File: config.mk
export PLATFORM = sky130hd
export DESIGN_NAME = prd_cordic
export DESIGN_NICKNAME = d
export VERILOG_FILES = /design/src/rtl/prd_pkg.sv /design/src/rtl/prd_cordic.sv
export SDC_FILE = /design/constraint.sdc
export NUM_CORES = 2
export LEC_CHECK = 0
export BUFFER_PORTS_ARGS = -buffer_cell sky130_fd_sc_hd__clkbuf_2
export CAP_MARGIN = 40
export CORE_ASPECT_RATIO = 0.8
export CORE_MARGIN = 3
export CORE_UTILIZATION = 45
export CTS_BUF_LIST = sky130_fd_sc_hd__clkbuf_4
export CTS_CLUSTER_SIZE = 25
export DETAILED_ROUTE_END_ITERATION = 8
export SLEW_MARGIN = 30
export SYNTH_ARGS = -nofsm -noshare
export SYNTH_HDL_FRONTEND = slang
export SYNTH_SLANG_ARGS = --single-unit
File: constraint.sdc
create_clock -name i_clk -period 7.3 [get_ports i_clk]
set_input_delay 0.73 -clock i_clk [delete_from_list [all_inputs] [get_ports i_clk]]
set_output_delay 0.73 -clock i_clk [all_outputs]
set_load 0.005 [all_outputs]
File: src/rtl/prd_pkg.sv
// prd_pkg: shared constants, cordic angle table and register codes
// for the phase residue detector; no dependencies
`default_nettype none

package prd_pkg;

    localparam int CORDIC_STEPS = 16;
    localparam int STEP_W       = $clog2(CORDIC_STEPS);
    localparam int CHARGE_W     = 3;
    localparam int APB_ADDR_W   = 3;
    localparam int APB_DATA_W   = 32;

    localparam logic REG_NUM_COLS = 1'b0;
    localparam logic REG_NUM_ROWS = 1'b1;

    // atan(2^-i) in units of 2^-16 turn
    localparam logic [15:0] ATAN_TURNS16 [CORDIC_STEPS] = '{
        16'd8192, 16'd4836, 16'd2555, 16'd1297, 16'd651, 16'd326, 16'd163, 16'd81,
        16'd41,   16'd20,   16'd10,   16'd5,    16'd3,   16'd1,   16'd1,   16'd0
    };

    function automatic logic [31:0] atan_step(input logic [STEP_W-1:0] step, input int pbits);
        logic [31:0] base;
        base = 32'(ATAN_TURNS16[step]);
        if (pbits >= 16) begin
            return base << (pbits - 16);
        end
        return base >> (16 - pbits);
    endfunction

endpackage

`default_nettype wire

File: src/rtl/prd_cordic.sv
// prd_cordic: pipelined vectoring cordic, one stage per step, sample to phase in turns
// depends on prd_pkg for the angle table
`default_nettype none

module prd_cordic #(
    parameter int SAMPLE_BITS = 16,
    parameter int PHASE_BITS  = 16,
    parameter int TAG_BITS    = 1
) (
    input  wire logic                          i_clk,
    input  wire logic                          i_rst_n,
    input  wire logic                          i_en,
    input  wire logic                          i_valid,
    input  wire logic signed [SAMPLE_BITS-1:0] i_re,
    input  wire logic signed [SAMPLE_BITS-1:0] i_im,
    input  wire logic [TAG_BITS-1:0]           i_tag,
    output logic                               o_valid,
    output logic [PHASE_BITS-1:0]              o_phase,
    output logic [TAG_BITS-1:0]                o_tag
);
    import prd_pkg::*;

    // scaled by 256, plus headroom for the half-turn flip and cordic gain
    localparam int XW = SAMPLE_BITS + 11;

    logic signed [XW-1:0]   x0, y0, n_x0, n_y0;
    logic [PHASE_BITS-1:0]  n_a0;
    logic signed [XW-1:0]   r_x   [CORDIC_STEPS];
    logic signed [XW-1:0]   r_y   [CORDIC_STEPS];
    logic [PHASE_BITS-1:0]  r_a   [CORDIC_STEPS+1];
    logic [TAG_BITS-1:0]    r_tag [CORDIC_STEPS+1];
    logic                   r_v   [CORDIC_STEPS+1];

    always_comb begin
        x0 = {{3{i_re[SAMPLE_BITS-1]}}, i_re, 8'd0};
        y0 = {{3{i_im[SAMPLE_BITS-1]}}, i_im, 8'd0};
        if (i_re[SAMPLE_BITS-1]) begin
            n_x0 = -x0;
            n_y0 = -y0;
            n_a0 = {1'b1, {(PHASE_BITS-1){1'b0}}};
        end else begin
            n_x0 = x0;
            n_y0 = y0;
            n_a0 = '0;
        end
    end

    always_ff @(posedge i_clk) begin
        if (!i_rst_n) begin
            r_v[0] <= 1'b0;
        end else if (i_en) begin
            r_v[0] <= i_valid;
        end
    end

    always_ff @(posedge i_clk) begin
        if (i_en) begin
            r_x[0]   <= n_x0;
            r_y[0]   <= n_y0;
            r_a[0]   <= n_a0;
            r_tag[0] <= i_tag;
        end
    end

    for (genvar i = 0; i < CORDIC_STEPS; i++) begin : g_step
        localparam logic [31:0] ANG = atan_step(STEP_W'(i), PHASE_BITS);
        logic                 y_pos;

        assign y_pos = !r_y[i][XW-1];

        always_ff @(posedge i_clk) begin
            if (!i_rst_n) begin
                r_v[i+1] <= 1'b0;
            end else if (i_en) begin
                r_v[i+1] <= r_v[i];
            end
        end

        always_ff @(posedge i_clk) begin
            if (i_en) begin
                r_tag[i+1] <= r_tag[i];
                r_a[i+1]   <= y_pos ? r_a[i] + ANG[PHASE_BITS-1:0]
                                    : r_a[i] - ANG[PHASE_BITS-1:0];
            end
        end

        if (i < CORDIC_STEPS - 1) begin : g_xy
            logic signed [XW-1:0] xs, ys;

            assign xs = r_x[i] >>> i;
            assign ys = r_y[i] >>> i;

            always_ff @(posedge i_clk) begin
                if (i_en) begin
                    r_x[i+1] <= y_pos ? r_x[i] + ys : r_x[i] - ys;
                    r_y[i+1] <= y_pos ? r_y[i] - xs : r_y[i] + xs;
                end
            end
        end
    end

    assign o_valid = r_v[CORDIC_STEPS];
    assign o_phase = r_a[CORDIC_STEPS];
    assign o_tag   = r_tag[CORDIC_STEPS];

endmodule

`default_nettype wire

Yosys cells after proc, flatten, opt, wreduce, memory -nomap -nowiden. Memory sizes are Yosys's and may differ from the RTL's. Index checks and enable logic that the tools add are counted.

Memory bits (writable): 1170. Latch bits: 0. Logic and storage cells: 183. Input bits: 37. Register bits after elaboration: 0. Memory bits (read-only): 0. Memories kept: 5. Output and inout bits: 18.

Memory list: r_x (words 16, bits a word 27, rd ports 15, clocked after Yosys merged registers in 0, write ports 16, RTL line prd_cordic.sv:28) `logic signed [XW-1:0] r_x [CORDIC_STEPS];`; r_y (words 16, bits a word 27, rd ports 15, clocked after Yosys merged registers in 0, write ports 16, RTL line prd_cordic.sv:29) `logic signed [XW-1:0] r_y [CORDIC_STEPS];`; r_a (words 17, bits a word 16, rd ports 17, clocked after Yosys merged registers in 0, write ports 17, RTL line prd_cordic.sv:30) `logic [PHASE_BITS-1:0] r_a [CORDIC_STEPS+1];`; r_tag (words 17, bits a word 1, rd ports 17, clocked after Yosys merged registers in 0, write ports 17, RTL line prd_cordic.sv:31) `logic [TAG_BITS-1:0] r_tag [CORDIC_STEPS+1];`; r_v (words 17, bits a word 1, rd ports 17, clocked after Yosys merged registers in 0, write ports 17, RTL line prd_cordic.sv:32) `logic r_v [CORDIC_STEPS+1];`.

Bitwise operators: 17. Reduce and logical (&&, ||, !) cells: 0. Add/subtract/negate cells: 91. Div/mod/pow operators: 0. Multipliers: 0. Magnitude comparators: 0. Mux-type cells: 70. Shift-type cells: 0. Equal/unequal tests: 0.

Operators with widths (count): $mux 27 (32); $mux 16 (16); $add 27x13->27 (2); $add 27x14->27 (2); $add 27x15->27 (2); $add 27x16->27 (2); $add 27x17->27 (2); $add 27x18->27 (2); $add 27x19->27 (2); $add 27x20->27 (2); $add 27x21->27 (2); $add 27x22->27 (2); $add 27x23->27 (2); $add 27x24->27 (2); $add 27x25->27 (2); $add 27x26->27 (2); $neg 24->27 (2); $sub 27x13->27 (2); $sub 27x14->27 (2); $sub 27x15->27 (2); $sub 27x16->27 (2); $sub 27x17->27 (2); $sub 27x18->27 (2); $sub 27x19->27 (2); 39 further kinds (86).

Depth between registers and ports, before layout.
Depth in word-level cells: 4. Depth in mapped cells: 20. Gate-level depth less buffers: 19.

Worst setup path after synthesis. No wires, ideal clock.

Path kind: flip-flop to flip-flop. Start point: mem r_x[1][124] in the netlist's numbering. End point: mem r_y[13][26] in the netlist's numbering (data pin). Library setup time: 0.262 ns. Arrival: 4.059 ns. Path slack: 2.979 ns. Required time: 7.038 ns. Path buffers: 0. Cell stages (with the launch flop): 16. Clock period less this slack: 4.321 ns. Cell sequence: edfxtp_1 or4_1 or3_1 nor4_1 nor3b_2 nor2_1 xor2_1 ha_1 a21o_1 a21o_1 a21o_1 a21oi_1 a21boi_0 a221oi_1 o21ai_0 xor2_1.

RTL lines (RTL line): from (decl) (prd_cordic.sv:28); to (decl) (prd_cordic.sv:29).

==> results.py <==
metrics = {
    "run_status": {
        "status": "finished, final reports clean",
    },
    "timing": {
        "fin_crit_ns": 5.14,
        "setup_violations": 0,
        "fin_tns_setup_ns": 0,
        "finalCritPeriodShare_pct": 70.4,
        "drv_slew": 0,
        "finalHoldViolations": 0,
        "finalClockSkew_ns": 0.101,
        "relSlewSlack_pct": 31.3,
        "fmax_ghz": 0.195,
        "rsz0062_at_grt": "false",
        "tightest_slew_ns": 1.03,
    },
    "critical_path": {
        "crit_cells": 15,
        "regToRegStartpoint": "r_x[1][123]",
        "critPathMostFrequentCell": "a21o_1",
        "cp_max_fo": 7,
        "path_buf_inv": 0,
        "worstPathCellList": "or4_1 -> or3_1 -> nor4_1 -> nor3b_2 -> nor2_1 -> xor2_1 -> ha_1 -> a21o_1 -> a21o_1 -> a21o_1 -> a21oi_1 -> a21boi_0 -> a221oi_1 -> o21ai_0 -> xor2_1",
        "path_class": "flip-flop to flip-flop",
        "r2r_slack_ns": 2.16,
        "ff2ff_path_depth": 15,
        "rr_endpoint": "r_y[13][26]",
        "crit_required_ns": 8.27,
        "max_stage_delay_ns": 0.59,
        "endpoint": "r_y[13][26]",
        "cp_slowest_cell": "or4_1",
        "crit_path_end_kind": "flip-flop",
        "cp_top_family": "simple AND/OR/NAND/NOR gates",
        "crit_start": "r_x[1][123]",
        "crit_arrival_ns": 6.11,
        "start_kind": "flip-flop",
    },
    "place": {
        "portBuffers": 53,
        "dpl-instance-area_sq_um": 79700,
        "dp.final_hpwl_mm": 148,
        "gp_congestion": 0.935,
    },
    "clocking": {
        "cts_buffers": 239,
        "post_cts_buffers": 0,
        "cts_max_level": 4,
        "cts_tree": "built",
        "cts.path.max_buffers": 3,
        "clock-sinks": 929,
        "insertion_delay_ns": 1.27,
        "clk_pin_slew_ns": 0.07,
        "cts_resized": 0,
        "cts-root-buf": "clkbuf_4",
    },
    "synthesis": {
        "async_flop_share_pct": 0,
        "yosysSeqAreaShare_pct": 36.4,
        "synth_seq_cells": 929,
        "synth_warnings": 0,
        "syn-cell-area_sq_um": 76700,
        "syn_area_per_cell_sq_um": 9.68,
        "yosys_most_used_dff": "edfxtp_1",
        "postSynthCellCount": 7928,
        "synth_edf_count": 928,
        "yosysUniqueCellTypes": 95,
    },
    "grt": {
        "gr-total-overflow": 0,
        "grt_max_degree": 159,
        "globalRouteTotalUtil_pct": 21.3,
        "antenna_found_initial": 4,
        "grt_pass1_vias": 57100,
        "grt_pass1_wl_mm": 307,
    },
    "cells_and_area": {
        "nets": 9166,
        "final.fill_count": 15600,
        "fin_area_sq_um": 83400,
        "final_layout_size_suffix_gt1_share_pct": 6.81,
        "area_growth_pct": 8.68,
        "post-route-util_pct": 49.6,
    },
    "floorplan": {
        "dieArea_sq_um": 175000,
        "die_w_um": 468,
        "rows": 134,
        "die-height_um": 375,
        "num_io_pins": 55,
        "initial_core_util_pct": 45.6,
        "core_area_sq_um": 168000,
    },
    "hold_path": {
        "hp-class": "input port to flip-flop",
    },
    "route": {
        "finalWirelength_mm": 191,
        "via_per_inst": 5.66,
        "wire_per_inst_um": 18.0,
        "antenna_left": 0,
        "vias": 60100,
        "initialDrtViolationCount": 4771,
        "drc": 0,
        "drtPass1Iterations": 5,
    },
    "flow_run": {
        "drv_cap": 0,
    },
}
## kinds of logic (layout without fill, tap and decap cells)
group                    after synthesis  after routing  share of synthesized area, %
buffers and inverters                529            964                          2.60
AND/OR/NAND/NOR                     2211           2211                          14.0
XOR/XNOR                            1156           1156                          13.2
multiplexers                          53             53                         0.740
AO/OA/AOI/OAI                       2113           2113                          17.5
adder cells (fa/ha/maj)              936            936                          15.6
flip-flops                           929            929                          36.4
other                                  1             17                       0.00489
## timing repair
action / CTS / global route
setup endpoints to repair: 0 / 0
hold buffers: 53 / 0
hold endpoints to repair: 124 / 0
## worst min-delay path by stage
stage	endpoint	slack (ns)	cells past startpoint	from
final	r_tag[0][0]	0.23	2	i_tag
after global routing	r_tag[0][0]	0.08	2	i_tag
after CTS	r_tag[0][0]	0.07	2	i_tag
after detailed placement	r_tag[0][3]	0.41	0	r_tag[0][2]
after global placement	r_tag[0][15]	0.40	0	r_tag[0][14]
after floorplan	r_a[1][33]	0.40	0	r_a[1][17]
## metal layers
metal,vias to the layer above,part of all wire (%),global-route usage [%]
met2,1595,42,32.1
li1,29900,-,-
met4,2,1.7,4.72
met3,268,5.9,3.55
met5,-,0.0089,0
met1,28400,50,31.9
## sequential cells by signal (all words and copies together), names as in the netlist
signal	count
r_x	333
r_tag	17
r_y	347
r_v	17
r_a	215
## cell type report
class                           instances  area, sq um  area share (%)
Sequential cell                       929        27900            33.4
Multi-Input combinational cell       6473        46800            56.2
Timing Repair Buffer                  150         1230            1.48
Inverter                              400         1500            1.80
Tap cell                             2244         2810            3.37
Clock inverter                         91          637           0.764
Clock buffer                          323         2420            2.91
Antenna cell                           13         32.5          0.0390
## synth_stat cells, drive strengths merged, types with 30 or more instances
| master | count | share of area (%) |
|---|---|---|
| and2 | 37 | 0.31 |
| or3 | 73 | 0.60 |
| xnor2 | 763 | 8.7 |
| o21a | 109 | 1.1 |
| nand3 | 116 | 0.76 |
| inv | 397 | 1.9 |
| nor3 | 238 | 1.6 |
| nor4 | 70 | 0.57 |
| or4 | 30 | 0.30 |
| ha | 906 | 15 |
| a21oi | 734 | 4.8 |
| edfxtp | 928 | 36 |
| nand4 | 52 | 0.42 |
| o21ai | 353 | 2.3 |
| clkbuf | 104 | 0.51 |
| xor2 | 393 | 4.5 |
| nor2b | 147 | 1.2 |
| a211oi | 72 | 0.71 |
| a31oi | 100 | 0.84 |
| o21bai | 80 | 0.78 |
| or2 | 35 | 0.29 |
| fa | 30 | 0.78 |
| a21boi | 30 | 0.29 |
| nor2 | 769 | 3.8 |
| nand2b | 101 | 0.82 |
| o41ai | 52 | 0.60 |
| o211ai | 33 | 0.33 |
| nand2 | 371 | 1.8 |
| a21o | 288 | 2.8 |
| and3 | 106 | 0.86 |
| o31ai | 43 | 0.43 |
## metrics by stage
stage	worst slack (ns)	cells	hold slack (ns)
3_3_place_gp	2.44	10100	0.400
4_1_cts	2.24	10600	0.0727
2_1_floorplan	2.98	7931	0.400
3_5_place_dp	2.29	10100	0.405
5_1_grt	1.87	10600	0.0840
6_report	2.16	10600	0.225
## cell usage in the layout (no fill, tap or decap), types with 288 or more instances in the layout
master / synthesis / routed
a21o_1: 288 / 288
a21oi_1: 733 / 733
edfxtp_1: 928 / 928
nor2_1: 768 / 768
inv_1: 396 / 396
xnor2_1: 763 / 763
o21ai_0: 345 / 345
nand2_1: 371 / 371
clkbuf_4: 0 / 323
xor2_1: 393 / 393
ha_1: 906 / 906
Power is not shown: default switching activity piles up to over one toggle a cycle in this logic, so the estimate is an artifact.
